File: src/rtl/itoa_pkg.sv
`default_nettype none

package itoa_pkg;

  typedef enum logic [1:0] {
    ST_IDLE,
    ST_DABBLE,
    ST_EMIT
  } state_t;

  // Radix codes carried on the mode field.
  localparam logic [1:0] MODE_HEX = 2'd0;
  localparam logic [1:0] MODE_DEC = 2'd1;
  localparam logic [1:0] MODE_BIN = 2'd2;
  localparam logic [1:0] MODE_RSV = 2'd3;

  localparam logic [6:0] ASCII_ZERO    = 7'h30;
  localparam logic [6:0] ASCII_UPPER_A = 7'h41;
  localparam logic [3:0] DIGIT_TEN     = 4'd10;

  function automatic logic [6:0] digit_to_ascii(input logic [3:0] dig);
    logic [6:0] code;
    if (dig < DIGIT_TEN) begin
      code = ASCII_ZERO + {3'b000, dig};
    end else begin
      code = ASCII_UPPER_A + {3'b000, dig - DIGIT_TEN};
    end
    return code;
  endfunction

endpackage

`default_nettype wire

File: src/rtl/itoa_bcd_adj.sv
`default_nettype none

// Double-dabble correction: every BCD digit of five or more gets three added,
// so that the following left shift carries correctly into the next digit.
module itoa_bcd_adj #(
  parameter int WIDTH = 80
) (
  input  wire logic [WIDTH-1:0] bcd_i,
  output logic      [WIDTH-1:0] adj_o
);

  localparam int NDIG = WIDTH / 4;

  for (genvar g = 0; g < NDIG; g++) begin : g_dig
    logic [3:0] dig;
    assign dig = bcd_i[4*g +: 4];
    assign adj_o[4*g +: 4] = (dig >= 4'd5) ? dig + 4'd3 : dig;
  end

endmodule

`default_nettype wire

File: src/rtl/integer_to_ascii_radix_top.sv
`default_nettype none

// Sequence: hex walks one digit slot per hex digit, binary one slot per bit, and decimal
// first runs one double-dabble step per value bit and then walks the BCD digit slots.
// Leading zero slots pass without a character, and an output stall holds the walk.
// The block takes no new request until the final character of the last one is registered.
// Reset clears the sequencer and the output valid; no request is in flight after it.
module integer_to_ascii_radix_top #(
  parameter int VALUE_WIDTH = 64
) (
  input  wire logic        clk,
  input  wire logic        rst_n,
  input  wire logic        in_valid,
  output logic             in_stall,
  input  wire logic [63:0] in_value,
  input  wire logic [1:0]  in_mode,
  output logic             out_valid,
  input  wire logic        out_stall,
  output logic      [6:0]  out_character,
  output logic             out_last
);

  localparam int HEX_DIGITS = (VALUE_WIDTH + 3) / 4;
  localparam int HEX_W      = HEX_DIGITS * 4;
  localparam int DEC_DIGITS = (VALUE_WIDTH * 1233) / 4096 + 1;
  localparam int DEC_W      = DEC_DIGITS * 4;
  localparam int SH_W       = (HEX_W > DEC_W) ? HEX_W : DEC_W;
  localparam int HEX_SH     = SH_W - HEX_W;
  localparam int BIN_SH     = SH_W - VALUE_WIDTH;
  localparam int INS        = SH_W - DEC_W;
  localparam int CNT_W      = $clog2(VALUE_WIDTH + 1);

  itoa_pkg::state_t state_r, state_nxt;

  logic [SH_W-1:0]        dig_r, dig_nxt;
  logic [VALUE_WIDTH-1:0] bin_r, bin_nxt;
  logic [CNT_W-1:0]       cnt_r, cnt_nxt;
  logic [1:0]             mode_r, mode_nxt;
  logic                   started_r, started_nxt;
  logic                   out_valid_r, out_valid_nxt;
  logic [6:0]             out_char_r, out_char_nxt;
  logic                   out_last_r, out_last_nxt;

  logic            ld_in;
  logic            dab_step;
  logic            emit_step;
  logic            cnt_one;
  logic            is_bin;
  logic [3:0]      top_dig;
  logic            show;
  logic [SH_W-1:0] adj;

  itoa_bcd_adj #(
    .WIDTH (SH_W)
  ) u_adj (
    .bcd_i (dig_r),
    .adj_o (adj)
  );

  assign cnt_one = (cnt_r == CNT_W'(1));
  assign is_bin  = (mode_r == itoa_pkg::MODE_BIN);
  assign top_dig = is_bin ? {3'b000, dig_r[SH_W-1]} : dig_r[SH_W-1 -: 4];
  assign show    = started_r | (top_dig != 4'd0) | cnt_one;

  // Next state.
  always_comb begin
    state_nxt = state_r;
    unique case (state_r)
      itoa_pkg::ST_IDLE: begin
        if (in_valid) begin
          state_nxt = (in_mode == itoa_pkg::MODE_DEC) ? itoa_pkg::ST_DABBLE
                                                      : itoa_pkg::ST_EMIT;
        end
      end
      itoa_pkg::ST_DABBLE: begin
        if (cnt_one) begin
          state_nxt = itoa_pkg::ST_EMIT;
        end
      end
      itoa_pkg::ST_EMIT: begin
        if (emit_step && cnt_one) begin
          state_nxt = itoa_pkg::ST_IDLE;
        end
      end
      default: state_nxt = itoa_pkg::ST_IDLE;
    endcase
  end

  // Sequencer controls.
  always_comb begin
    in_stall  = 1'b1;
    ld_in     = 1'b0;
    dab_step  = 1'b0;
    emit_step = 1'b0;
    unique case (state_r)
      itoa_pkg::ST_IDLE: begin
        in_stall = 1'b0;
        ld_in    = in_valid;
      end
      itoa_pkg::ST_DABBLE: begin
        dab_step = 1'b1;
      end
      itoa_pkg::ST_EMIT: begin
        emit_step = !out_valid_r || !out_stall;
      end
      default: begin
        in_stall = 1'b1;
      end
    endcase
  end

  // Datapath.
  always_comb begin
    dig_nxt       = dig_r;
    bin_nxt       = bin_r;
    cnt_nxt       = cnt_r;
    mode_nxt      = mode_r;
    started_nxt   = started_r;
    out_valid_nxt = out_valid_r & out_stall;
    out_char_nxt  = out_char_r;
    out_last_nxt  = out_last_r;

    if (ld_in) begin
      mode_nxt    = in_mode;
      started_nxt = 1'b0;
      bin_nxt     = in_value[VALUE_WIDTH-1:0];
      unique case (in_mode) inside
        itoa_pkg::MODE_HEX, itoa_pkg::MODE_RSV: begin
          dig_nxt = SH_W'(in_value[VALUE_WIDTH-1:0]) << HEX_SH;
          cnt_nxt = CNT_W'(HEX_DIGITS);
        end
        itoa_pkg::MODE_DEC: begin
          dig_nxt = '0;
          cnt_nxt = CNT_W'(VALUE_WIDTH);
        end
        itoa_pkg::MODE_BIN: begin
          dig_nxt = SH_W'(in_value[VALUE_WIDTH-1:0]) << BIN_SH;
          cnt_nxt = CNT_W'(VALUE_WIDTH);
        end
        default: begin
          dig_nxt = '0;
        end
      endcase
    end else if (dab_step) begin
      // The BCD digits sit at the top of the shift register; the next binary
      // bit enters the lowest bit of the lowest BCD digit.
      dig_nxt = (adj << 1) | (SH_W'(bin_r[VALUE_WIDTH-1]) << INS);
      bin_nxt = bin_r << 1;
      cnt_nxt = cnt_one ? CNT_W'(DEC_DIGITS) : cnt_r - CNT_W'(1);
    end else if (emit_step) begin
      if (show) begin
        out_valid_nxt = 1'b1;
        out_char_nxt  = itoa_pkg::digit_to_ascii(top_dig);
        out_last_nxt  = cnt_one;
        started_nxt   = 1'b1;
      end
      dig_nxt = is_bin ? (dig_r << 1) : (dig_r << 4);
      cnt_nxt = cnt_r - CNT_W'(1);
    end
  end

  always_ff @(posedge clk) begin
    if (!rst_n) begin
      state_r     <= itoa_pkg::ST_IDLE;
      cnt_r       <= '0;
      started_r   <= 1'b0;
      out_valid_r <= 1'b0;
    end else begin
      state_r     <= state_nxt;
      cnt_r       <= cnt_nxt;
      started_r   <= started_nxt;
      out_valid_r <= out_valid_nxt;
    end
  end

  always_ff @(posedge clk) begin
    dig_r      <= dig_nxt;
    bin_r      <= bin_nxt;
    mode_r     <= mode_nxt;
    out_char_r <= out_char_nxt;
    out_last_r <= out_last_nxt;
  end

  assign out_valid     = out_valid_r;
  assign out_character = out_char_r;
  assign out_last      = out_last_r;

  a_accept_busy: assert property (@(posedge clk) disable iff (!rst_n)
    in_valid && !in_stall |=> state_r != itoa_pkg::ST_IDLE)
    else $error("request accepted but sequencer stayed idle");

  a_emit_count: assert property (@(posedge clk) disable iff (!rst_n)
    state_r == itoa_pkg::ST_EMIT |-> cnt_r != '0)
    else $error("digit count ran out while emitting");

  a_bcd_digit: assert property (@(posedge clk) disable iff (!rst_n)
    state_r == itoa_pkg::ST_EMIT && mode_r == itoa_pkg::MODE_DEC |-> top_dig <= 4'd9)
    else $error("double dabble left an invalid BCD digit");

  a_char_range: assert property (@(posedge clk) disable iff (!rst_n)
    out_valid_r |-> (out_char_r >= 7'h30 && out_char_r <= 7'h39) ||
                    (out_char_r >= 7'h41 && out_char_r <= 7'h46))
    else $error("character outside digit range");

endmodule

`default_nettype wire

File: config.mk
export PLATFORM = sky130hd
export DESIGN_NAME = integer_to_ascii_radix_top
export DESIGN_NICKNAME = d
export VERILOG_FILES = /design/src/rtl/itoa_pkg.sv /design/src/rtl/itoa_bcd_adj.sv /design/src/rtl/integer_to_ascii_radix_top.sv
export SDC_FILE = /design/constraint.sdc
export NUM_CORES = 1
export LEC_CHECK = 0
export BUFFER_PORTS_ARGS = -buffer_cell sky130_fd_sc_hd__buf_4
export CORE_MARGIN = 2
export CORE_UTILIZATION = 56
export CTS_CLUSTER_DIAMETER = 30
export DETAILED_ROUTE_END_ITERATION = 16
export PLACE_DENSITY = 0.75
export SETUP_SLACK_MARGIN = 0.2
export SYNTH_ARGS = -nofsm -noshare
export SYNTH_HDL_FRONTEND = slang
export SYNTH_SLANG_ARGS = --single-unit
File: constraint.sdc
create_clock -name clk -period 7.3 [get_ports clk]
set_input_delay 1.46 -clock clk [delete_from_list [all_inputs] [get_ports clk]]
set_output_delay 1.46 -clock clk [all_outputs]
set_load 0.005 [all_outputs]
==> impl_metrics.py, run 1 <==
metrics = {
    "hold_path": {
        "holdPathEnd": "started_r$_SDFFE_PP0P_",
        "hold_depth": 2,
        "hp-class": "register to register",
        "hp-start": "started_r$_SDFFE_PP0P_",
    },
    "routing": {
        "drc": 0,
        "wl_um": 23900,
        "antenna_left": 0,
        "drt_iter0_drc": 783,
        "detail_route.first_pass.iterations": 5,
        "vias": 8174,
        "vias_per_cell": 6.02,
        "wl_per_cell_um": 17.6,
    },
    "sta": {
        "drv_slew": 0,
        "fmax_mhz": 271,
        "finalHoldViolCount": 0,
        "worstMarginPinSlew_ns": 1.16,
        "clock_skew_ns": 0.0109,
        "min_period_ns": 3.69,
        "max_slew_margin": 0.225,
        "postLayoutSetupSlackWorst_ns": 3.61,
        "rsz0062_at_grt": "no",
        "post-route-period-util": 0.505,
        "setup_violations": 0,
        "tns_ns": 0,
    },
    "logic_synthesis": {
        "synth_cell_types": 60,
        "syn_area_um2": 10100,
        "synth_fp_nets": 1187,
        "synth_warnings": 0,
        "syn_area_per_cell_um2": 9.46,
        "synth_ff_type": "edfxtp_1",
        "seq_area_frac_synth": 0.478,
        "async_flop_share": 0,
        "synth_seq_cells": 165,
        "syn_inst": 1071,
        "synth_enable_flop_cells": 154,
    },
    "place": {
        "dp_slack_ns": 3.12,
        "place_area_um2": 10800,
        "placed_cells": 1325,
        "hpwl_um": 14500,
        "gp_congestion": 0.837,
        "io_buffers": 79,
    },
    "die": {
        "rows": 49,
        "chipHeight_um": 139,
        "ios": 80,
        "coreArea_um2": 17800,
        "die_area_um2": 19200,
        "start_util": 0.568,
        "die-width_um": 139,
    },
    "global_route": {
        "grt.overflow.total": 0,
        "grt_pass1_vias": 8014,
        "track_usage": 0.254,
        "grt_max_degree": 110,
        "grt_antenna_before_repair": 0,
        "grt_pass1_wl_um": 39900,
    },
    "finish": {
        "fin_area_um2": 11400,
        "regArea_um2": 4840,
        "n_fill_cell": 1473,
        "layout-drive-gt1-share": 0.132,
        "final_util": 0.641,
        "layout_common_cells": "nand2_1 (257), edfxtp_1 (154), buf_4 (91)",
        "syn_to_final_growth_pct": 12.9,
        "nNetsFinal": 1231,
        "layout_commonest_cell": "nand2_1",
        "final_cells": 1357,
        "multiInputGateArea_um2": 4830,
        "antenna_cells": 0,
    },
    "worst_setup_path": {
        "r2r_end": "dig_r[47]$_DFFE_PP_",
        "regToRegStartpoint": "state_r[0]$_SDFFE_PN0P_",
        "crit_path_end_kind": "register",
        "rr_worst_depth": 4,
        "path_class": "primary input to register",
        "cp_max_fo": 51,
        "r2r_slack_ns": 4.13,
        "crit_arrival_ns": 3.77,
        "cp-start-kind": "primary input",
        "required_ns": 7.38,
    },
    "clock_network": {
        "cts_root_buffer": "clkbuf_16",
        "cts_max_level": 4,
        "clk_pin_slew_ns": 0.06,
        "clk_path_buf_depth": 2,
        "cts_tree": "built",
        "cts-resized-gates": 0,
        "clock_latency_ns": 0.43,
        "cts_buffers": 17,
        "cts.sinks": 165,
        "ctsHoldBuffers": 0,
        "cts_setup_buffers": 0,
    },
    "pwr": {
        "peakVddDrop_uv": 195,
        "p_leak_nw": 4.77,
        "power_density_nw_per_um2": 292,
    },
    "run": {
        "maxCapViolCount": 0,
    },
    "run_status": {
        "run_status": "finished, final reports clean",
    },
}
==> per-layer routing <==
metal | share of wire | vias up | routed length [um] | track usage
met2 | 0.48 | 253 | 11500 | 0.419
met1 | 0.45 | 3902 | 10700 | 0.347
met3 | 0.054 | 37 | 1300 | 0.0369
met5 | 0 | - | 0 | 0
li1 | - | 3982 | - | -
met4 | 0.016 | 0 | 388 | 0.0849
==> area by class of cell <==
| class | instances | area share |
|---|---|---|
| clock buffer | 21 | 0.0385 |
| multi-input combinational | 788 | 0.422 |
| timing repair buffer | 91 | 0.0597 |
| sequential | 165 | 0.423 |
| clock inverter | 11 | 0.0138 |
| tap | 229 | 0.0250 |
| inverter | 52 | 0.0171 |
==> Yosys cell counts (all sizes together) (2+ instances only) <==
master / number / area, um2
o311a: 15 / 150
o21ai: 67 / 335
a21o: 3 / 22.5
nand3b: 2 / 15.0
a31oi: 17 / 106
a22o: 15 / 131
a32oi: 5 / 43.8
nor4: 2 / 12.5
or2: 2 / 12.5
nor2: 19 / 76.3
and3: 4 / 25.0
nor3b: 4 / 30.0
a211o: 15 / 131
and2: 23 / 144
clkbuf: 28 / 105
dfxtp: 11 / 220
o22ai: 6 / 37.5
xor2: 16 / 140
nor2b: 4 / 25.0
nand2: 257 / 965
ha: 46 / 576
or3: 6 / 42.5
inv: 52 / 195
o211ai: 4 / 35.0
o221ai: 16 / 140
xnor2: 2 / 17.5
nand3: 18 / 90.1
or3b: 2 / 17.5
mux2i: 19 / 190
o221a: 2 / 22.5
a211oi: 21 / 158
mux2: 16 / 180
nand2b: 24 / 150
edfxtp: 154 / 4620
buf: 38 / 190
a22oi: 14 / 105
nor3: 31 / 155
a21oi: 78 / 394
or4b: 3 / 33.8
==> flip-flops by register name, indices dropped and copies added, names as in the netlist <==
signal / flops
bin_r: 64
cnt_r: 7
dig_r: 80
mode_r: 2
out_character: 7
out_last: 1
out_valid: 1
started_r: 1
state_r: 2
==> worst max-delay path, cell delays in order <==
cell     delay [ns]
buf_4          0.10
o21ba_4        0.62
a21oi_1        0.37
inv_2          0.68
buf_4          0.51
==> metrics by stage <==
step / hold WS [ns] / power [mW]
after floorplan: 0.431 / 2.15
after global placement: 0.444 / 2.38
after detailed placement: 0.452 / 2.41
after CTS: 0.462 / 3.35
after global routing: 0.496 / 3.54
final: 0.464 / 3.34
==> power by group <==
part	internal [mW]	switching [mW]	total [mW]
Sequential	1.30	0.181	1.48
Combinational	0.394	0.529	0.923
Clock	0.568	0.365	0.934
Total	2.27	1.08	3.34
==> cells by family (layout without fill, tap and decap cells) <==
family | Yosys count | in the layout | share of synthesized area
buffers and inverters | 118 | 175 | 0.0484
AOI/OAI and AO/OA | 286 | 286 | 0.186
and+or+nand+nor | 403 | 403 | 0.179
adders and majority gates | 46 | 46 | 0.0568
muxes | 35 | 35 | 0.0365
DFF | 165 | 165 | 0.478
xor gates and xnor gates | 18 | 18 | 0.0156
==> worst max path at each step <==
stage,from,to,depth (start not counted)
detailed placement,in_valid,dig_r[39]$_DFFE_PP_,5
CTS,in_valid,dig_r[8]$_SDFFCE_PP0P_,5
global placement,in_valid,dig_r[11]$_SDFFCE_PP0P_,5
finish,in_valid,dig_r[47]$_DFFE_PP_,5
global route,in_valid,dig_r[11]$_SDFFCE_PP0P_,5
floorplan,in_valid,dig_r[66]$_DFFE_PP_,3
(Power assumes the default switching activity.)
==> inputs of run 2 (changes only) <==
Settings changed: ABC_AREA from default to 1.
Clock period 7.3 ns to 3.85 ns, I/O delays scaled along.
==> run 2 against run 1 <==
Net effect:
- area after synthesis fell by 0.28%
- synthesized cell count rose by 14%
- non-clock buffer count rose by 2
- first-iteration DRC count rose by 6.3%
- sequential cell count did not move
- setup slack got worse by 2.1 ns
- utilization fell by 0.23 points
- via count rose by 5.4%
- sequential share of layout area rose by 0.15 points
- die area fell by 0.27%
- clock skew fell by 0.0020 ns
- critical path type is now register to register
==> impl_metrics.py, run 2 <==
metrics = {
    "routing": {
        "antenna_left": 0,
        "detail_route.first_pass.iterations": 8,
        "drt_iter0_drc": 832,
        "vias": 8612,
        "vias_per_cell": 5.70,
        "wl_per_cell_um": 15.9,
        "wl_um": 24100,
        "drc": 0,
    },
    "finish": {
        "layout_commonest_cell": "nand2_1",
        "final_cells": 1511,
        "n_fill_cell": 1518,
        "syn_to_final_growth_pct": 12.8,
        "final_util": 0.639,
        "fin_area_um2": 11400,
        "layout-drive-gt1-share": 0.106,
        "top_register": "dig_r",
        "antenna_cells": 0,
        "nNetsFinal": 1386,
        "largest_register_ffs": 80,
        "layout_common_cells": "nand2_1 (386), edfxtp_1 (154), o21ai_0 (145)",
        "reg_top3": "dig_r: 80 flops, bin_r: 64 flops",
    },
    "logic_synthesis": {
        "synth_ff_type": "edfxtp_1",
        "yosys-top-cells-area": "edfxtp_1 (46%), nand2_1 (14%), o21ai_0 (7.2%)",
        "synth_area_leader_cell": "edfxtp_1",
        "synth_enable_flop_cells": 154,
        "synth_commonest_cells": "nand2_1 (386), edfxtp_1 (154), o21ai_0 (145)",
        "synth_warnings": 0,
        "syn_area_um2": 10100,
        "seq_area_frac_synth": 0.479,
        "synth_top_area_share": 0.458,
        "synth_seq_cells": 165,
        "synth_cell_types": 32,
        "synth_most_common_cell": "nand2_1",
        "async_flop_share": 0,
        "synth_fp_nets": 1333,
        "syn_area_per_cell_um2": 8.31,
        "syn_inst": 1217,
    },
    "pwr": {
        "combPwrFrac": 0.269,
        "p_leak_nw": 4.91,
        "p_clk_frac": 0.284,
        "swShare": 0.333,
        "p_int_mw": 3.99,
        "netSwitchingPower_mw": 1.99,
        "peakVddDrop_uv": 345,
        "p_total_mw": 5.98,
        "power_density_nw_per_um2": 524,
        "seq_power_share": 0.447,
    },
    "hold_path": {
        "hp-start": "started_r$_SDFFE_PP0P_",
        "hold_depth": 2,
        "hp-class": "register to register",
    },
    "die": {
        "die_area_um2": 19100,
        "chipHeight_um": 138,
        "die-width_um": 138,
        "rows": 49,
        "start_util": 0.567,
        "ios": 80,
        "coreArea_um2": 17800,
    },
    "worst_setup_path": {
        "regToRegStartpoint": "state_r[0]$_SDFFE_PN0P_",
        "path_class": "register to register",
        "worstSetupStartpoint": "state_r[0]$_SDFFE_PN0P_",
        "cp_num_cells": 10,
        "crit_path_end_kind": "register",
        "cp_max_fo": 57,
        "cp-start-kind": "register",
        "crit_path_cell_trace": "inv_2, nor2_4, buf_4, inv_2, buf_4, a21oi_1, o21ai_0, o21ai_0, nand2_1, inv_1",
        "rr_worst_depth": 10,
        "cpPeakStageDelay_ns": 0.59,
        "cp_num_buf_inv": 5,
        "crit_slowest_cell": "buf_4",
        "crit_family": "buffers and inverters",
        "required_ns": 4.03,
        "crit_arrival_ns": 2.55,
    },
    "sta": {
        "finalHoldViolCount": 0,
        "drv_slew": 0,
        "hold_ws_ns": 0.467,
        "postLayoutSetupSlackWorst_ns": 1.48,
        "clock_skew_ns": 0.00898,
        "worstMarginPinSlew_ns": 1.14,
        "fmax_mhz": 422,
        "setup_violations": 0,
        "post-route-period-util": 0.616,
        "min_period_ns": 2.37,
        "rsz0062_at_grt": "no",
        "max_slew_margin": 0.241,
        "tns_ns": 0,
    },
    "clock_network": {
        "cts_tree": "built",
        "cts_root_buffer": "clkbuf_16",
        "cts_setup_buffers": 0,
        "clk_path_buf_depth": 2,
        "cts-resized-gates": 0,
        "cts_buffers": 17,
        "clk_pin_slew_ns": 0.06,
        "cts_max_level": 4,
        "clock_latency_ns": 0.43,
        "cts.sinks": 165,
        "ctsHoldBuffers": 0,
    },
    "global_route": {
        "grt_max_degree": 108,
        "grt.overflow.total": 0,
        "grt_antenna_before_repair": 0,
        "grt_pass1_wl_um": 39900,
        "track_usage": 0.253,
        "grt_pass1_vias": 8144,
    },
    "run": {
        "maxCapViolCount": 0,
    },
    "place": {
        "placed_cells": 1480,
        "place_area_um2": 10800,
        "hpwl_um": 14800,
        "io_buffers": 79,
        "dp_slack_ns": 1.15,
        "gp_congestion": 0.814,
    },
    "run_status": {
        "run_status": "finished, final reports clean",
    },
}
-- run 2: changes by cell type in the layout (fill, tap and decap cells not counted), moves of 16 or more --
cell      change
nand2_1     +129
o21ai_0      +89
o211ai_1     +68
inv_1        +59
nand3_1      +40
nor3_1       -30
and2_1       -22
nand2b_1     -22
a211oi_1     -20
mux2i_1      -19
a31oi_1      -17
mux2_2       -16
-- run 2: worst min-delay path, cell delays in order (launching register included) --
cell,delay [ns]
dfxtp_1,0.30
inv_1,0.06
a21oi_1,0.06
-- run 2: path summary, 6_finish.rpt --
| check | endpoint | slack (ns) |
|---|---|---|
| max | dig_r[6]$_SDFFCE_PP0P_ | 1.48 |
| min | started_r$_SDFFE_PP0P_ | 0.47 |
| max reg2reg | dig_r[6]$_SDFFCE_PP0P_ | 1.48 |
| min reg2reg | started_r$_SDFFE_PP0P_ | 0.47 |
-- run 2: cell families (layout without fill, tap and decap cells) --
| group | count (synthesis) | after routing | synth area share |
|---|---|---|---|
| simple gates | 489 | 489 | 0.197 |
| compound gates | 330 | 330 | 0.186 |
| flops | 165 | 165 | 0.479 |
| xor+xnor | 13 | 13 | 0.0113 |
| buf+inv | 174 | 239 | 0.0688 |
| fa+ha+maj | 46 | 46 | 0.0569 |
-- run 2: layer usage --
metal	GRT usage	part of all wire	up-vias
li1	-	-	4299
met1	0.340	0.44	3978
met2	0.417	0.47	304
met3	0.0481	0.070	31
met4	0.0832	0.015	0
met5	0	0	-
-- run 2: layout make-up --
cell class                      count  area (um2)  area share
Inverter                          115         434      0.0381
Multi-Input combinational cell    878        4570       0.401
Timing Repair Buffer               93         698      0.0613
Sequential cell                   165        4840       0.425
Clock buffer                       17         425      0.0373
Tap cell                          229         287      0.0251
Clock inverter                     14         143      0.0125
-- run 2: power groups by stage --
| stage | sequential, mW | combinational, mW | clock, mW |
|---|---|---|---|
| floorplan | 2.63 | 1.19 | 0 |
| detailed placement | 2.70 | 1.59 | 0 |
| finish | 2.67 | 1.61 | 1.70 |
| global route | 2.72 | 1.85 | 1.78 |
| global placement | 2.69 | 1.53 | 0 |
| CTS | 2.67 | 1.60 | 1.71 |
==> inputs of run 3 (changes only) <==
Settings changed: CORE_UTILIZATION 56 to 55, PLACE_DENSITY 0.75 to 0.77.
Clock period 3.85 ns to 2 ns, I/O delays scaled along.
==> run 3 against run 2 <==
Net effect:
- non-clock buffer count increased by 24
- worst hold slack got worse by 0.30 ns
- largest cell class unchanged
- combinational power increased by 110%
- wire length increased by 3.0%
==> impl_metrics.py, run 3 (same netlist as run 2, synthesis figures left out) <==
metrics = {
    "run_status": {
        "run_status": "finished, final reports clean",
    },
    "place": {
        "place_area_um2": 11100,
        "gp_congestion": 0.902,
        "io_buffers": 79,
        "hpwl_um": 15800,
    },
    "pwr": {
        "p_leak_nw": 5.06,
        "seq_power_share": 0.449,
        "peakVddDrop_uv": 758,
        "combPwrFrac": 0.296,
        "power_density_nw_per_um2": 970,
        "p_total_mw": 11.4,
        "netSwitchingPower_mw": 3.90,
        "p_clk_frac": 0.255,
        "swShare": 0.342,
        "p_int_mw": 7.50,
    },
    "sta": {
        "tns_ns": 0,
        "clock_skew_ns": 0.00934,
        "post-route-period-util": 0.860,
        "rsz0062_at_grt": "yes",
        "hold_ws_ns": 0.162,
        "setup_violations": 0,
        "fmax_mhz": 582,
        "drv_slew": 0,
        "finalHoldViolCount": 0,
        "min_period_ns": 1.72,
        "worstMarginPinSlew_ns": 0.307,
        "max_slew_margin": 0.793,
    },
    "worst_setup_path": {
        "rr_worst_depth": 8,
        "required_ns": 2.18,
        "path_class": "register to register",
        "cp_max_fo": 8,
        "r2r_end": "out_character[2]$_DFFE_PP_",
        "crit_arrival_ns": 1.89,
        "regToRegStartpoint": "mode_r[1]$_DFFE_PP_",
        "cp-start-kind": "register",
        "r2r_slack_ns": 0.28,
        "crit_path_end_kind": "register",
    },
    "clock_network": {
        "cts_root_buffer": "clkbuf_16",
        "cts_tree": "built",
        "cts.sinks": 165,
        "clock_latency_ns": 0.44,
        "clk_path_buf_depth": 2,
        "ctsHoldBuffers": 0,
        "cts_max_level": 4,
        "cts_buffers": 17,
        "clk_pin_slew_ns": 0.06,
    },
    "global_route": {
        "grt_max_degree": 108,
        "grt_pass1_wl_um": 39400,
        "grt_antenna_before_repair": 0,
        "grt_pass1_vias": 8158,
        "track_usage": 0.249,
        "grt.overflow.total": 0,
    },
    "routing": {
        "wl_um": 24800,
        "vias": 8764,
        "antenna_left": 0,
        "vias_per_cell": 5.71,
        "wl_per_cell_um": 16.2,
        "drc": 0,
        "drt_iter0_drc": 656,
        "detail_route.first_pass.iterations": 5,
    },
    "hold_path": {
        "holdPathEnd": "mode_r[1]$_DFFE_PP_",
        "hp-class": "primary input to register",
        "hp-start": "in_mode[1]",
        "hold_depth": 1,
    },
    "die": {
        "rows": 49,
        "ios": 80,
        "start_util": 0.561,
        "die_area_um2": 19500,
        "chipHeight_um": 140,
        "coreArea_um2": 18000,
        "die-width_um": 140,
    },
    "finish": {
        "layout-drive-gt1-share": 0.130,
        "layout_commonest_cell": "nand2_1",
        "reg_top3": "dig_r: 80 flops, bin_r: 64 flops",
        "final_util": 0.652,
        "layout_common_cells": "nand2_1 (381), edfxtp_1 (154), o21ai_0 (138)",
        "antenna_cells": 0,
        "syn_to_final_growth_pct": 16.3,
        "fin_area_um2": 11800,
        "nNetsFinal": 1410,
        "top_register": "dig_r",
        "largest_register_ffs": 80,
    },
    "run": {
        "maxCapViolCount": 0,
    },
}
==> run 3: area by class of cell <==
cell class	instances	area [um2]
flip-flops and latches	165	4840
clock buffers	20	437
inverters	115	437
clock inverters	10	61.3
repair buffers	117	1100
multi-input cells	878	4590
fillers	1511	6270
well taps	229	287
==> run 3: through the flow <==
| step | setup slack (ns) | cells |
|---|---|---|
| 6_report | 0.281 | 1534 |
| 5_1_grt | 0.164 | 1534 |
| 4_1_cts | 0.245 | 1524 |
| 3_5_place_dp | 0.179 | 1493 |
| 3_3_place_gp | 0.242 | 1493 |
| 2_1_floorplan | 0.209 | 1217 |
==> run 3: power by group through the flow <==
stage                     logic (mW)  registers (mW)  clock network, mW
after floorplan                 2.31            5.05                  0
after detailed placement        3.23            5.18                  0
after CTS                       3.26            5.12               2.93
final                           3.38            5.12               2.90
after global placement          3.11            5.17                  0
after global routing            3.83            5.20               3.05
==> run 3: worst max path at each step <==
stage,start,to,slack [ns],depth (start not counted)
after floorplan,mode_r[0]$_DFFE_PP_,out_character[2]$_DFFE_PP_,0.21,8
after global placement,mode_r[0]$_DFFE_PP_,out_character[2]$_DFFE_PP_,0.24,10
after detailed placement,mode_r[0]$_DFFE_PP_,out_character[2]$_DFFE_PP_,0.18,10
after CTS,mode_r[0]$_DFFE_PP_,out_character[2]$_DFFE_PP_,0.25,10
after global routing,dig_r[40]$_DFFE_PP_,dig_r[41]$_DFFE_PP_,0.16,8
final,mode_r[1]$_DFFE_PP_,out_character[2]$_DFFE_PP_,0.28,8
==> run 3: layer usage <==
metal  share of wire  routed length (um)  global-route usage
met5               0                   0                   0
met4           0.014                 354              0.0821
met3           0.082                2040              0.0440
met2            0.48               11900               0.415
met1            0.42               10500               0.332
==> run 3: worst max-delay path, cell delays in order (launching register included) <==
cell and delay (ns):
edfxtp_1 0.38, inv_2 0.08, nor2_4 0.05, inv_4 0.10, nand2_1 0.09, ha_1 0.31
or2_2 0.30, nand3_1 0.08, o21ai_0 0.07
==> run 3: repair_timing <==
action                                  CTS  global route
buffers inserted                          1             9
endpoints found under the setup margin    7            33
gates cloned                              0             1
gates resized for setup                   1            17
pin swaps                                 1             1
endpoints found under the hold margin     0             0
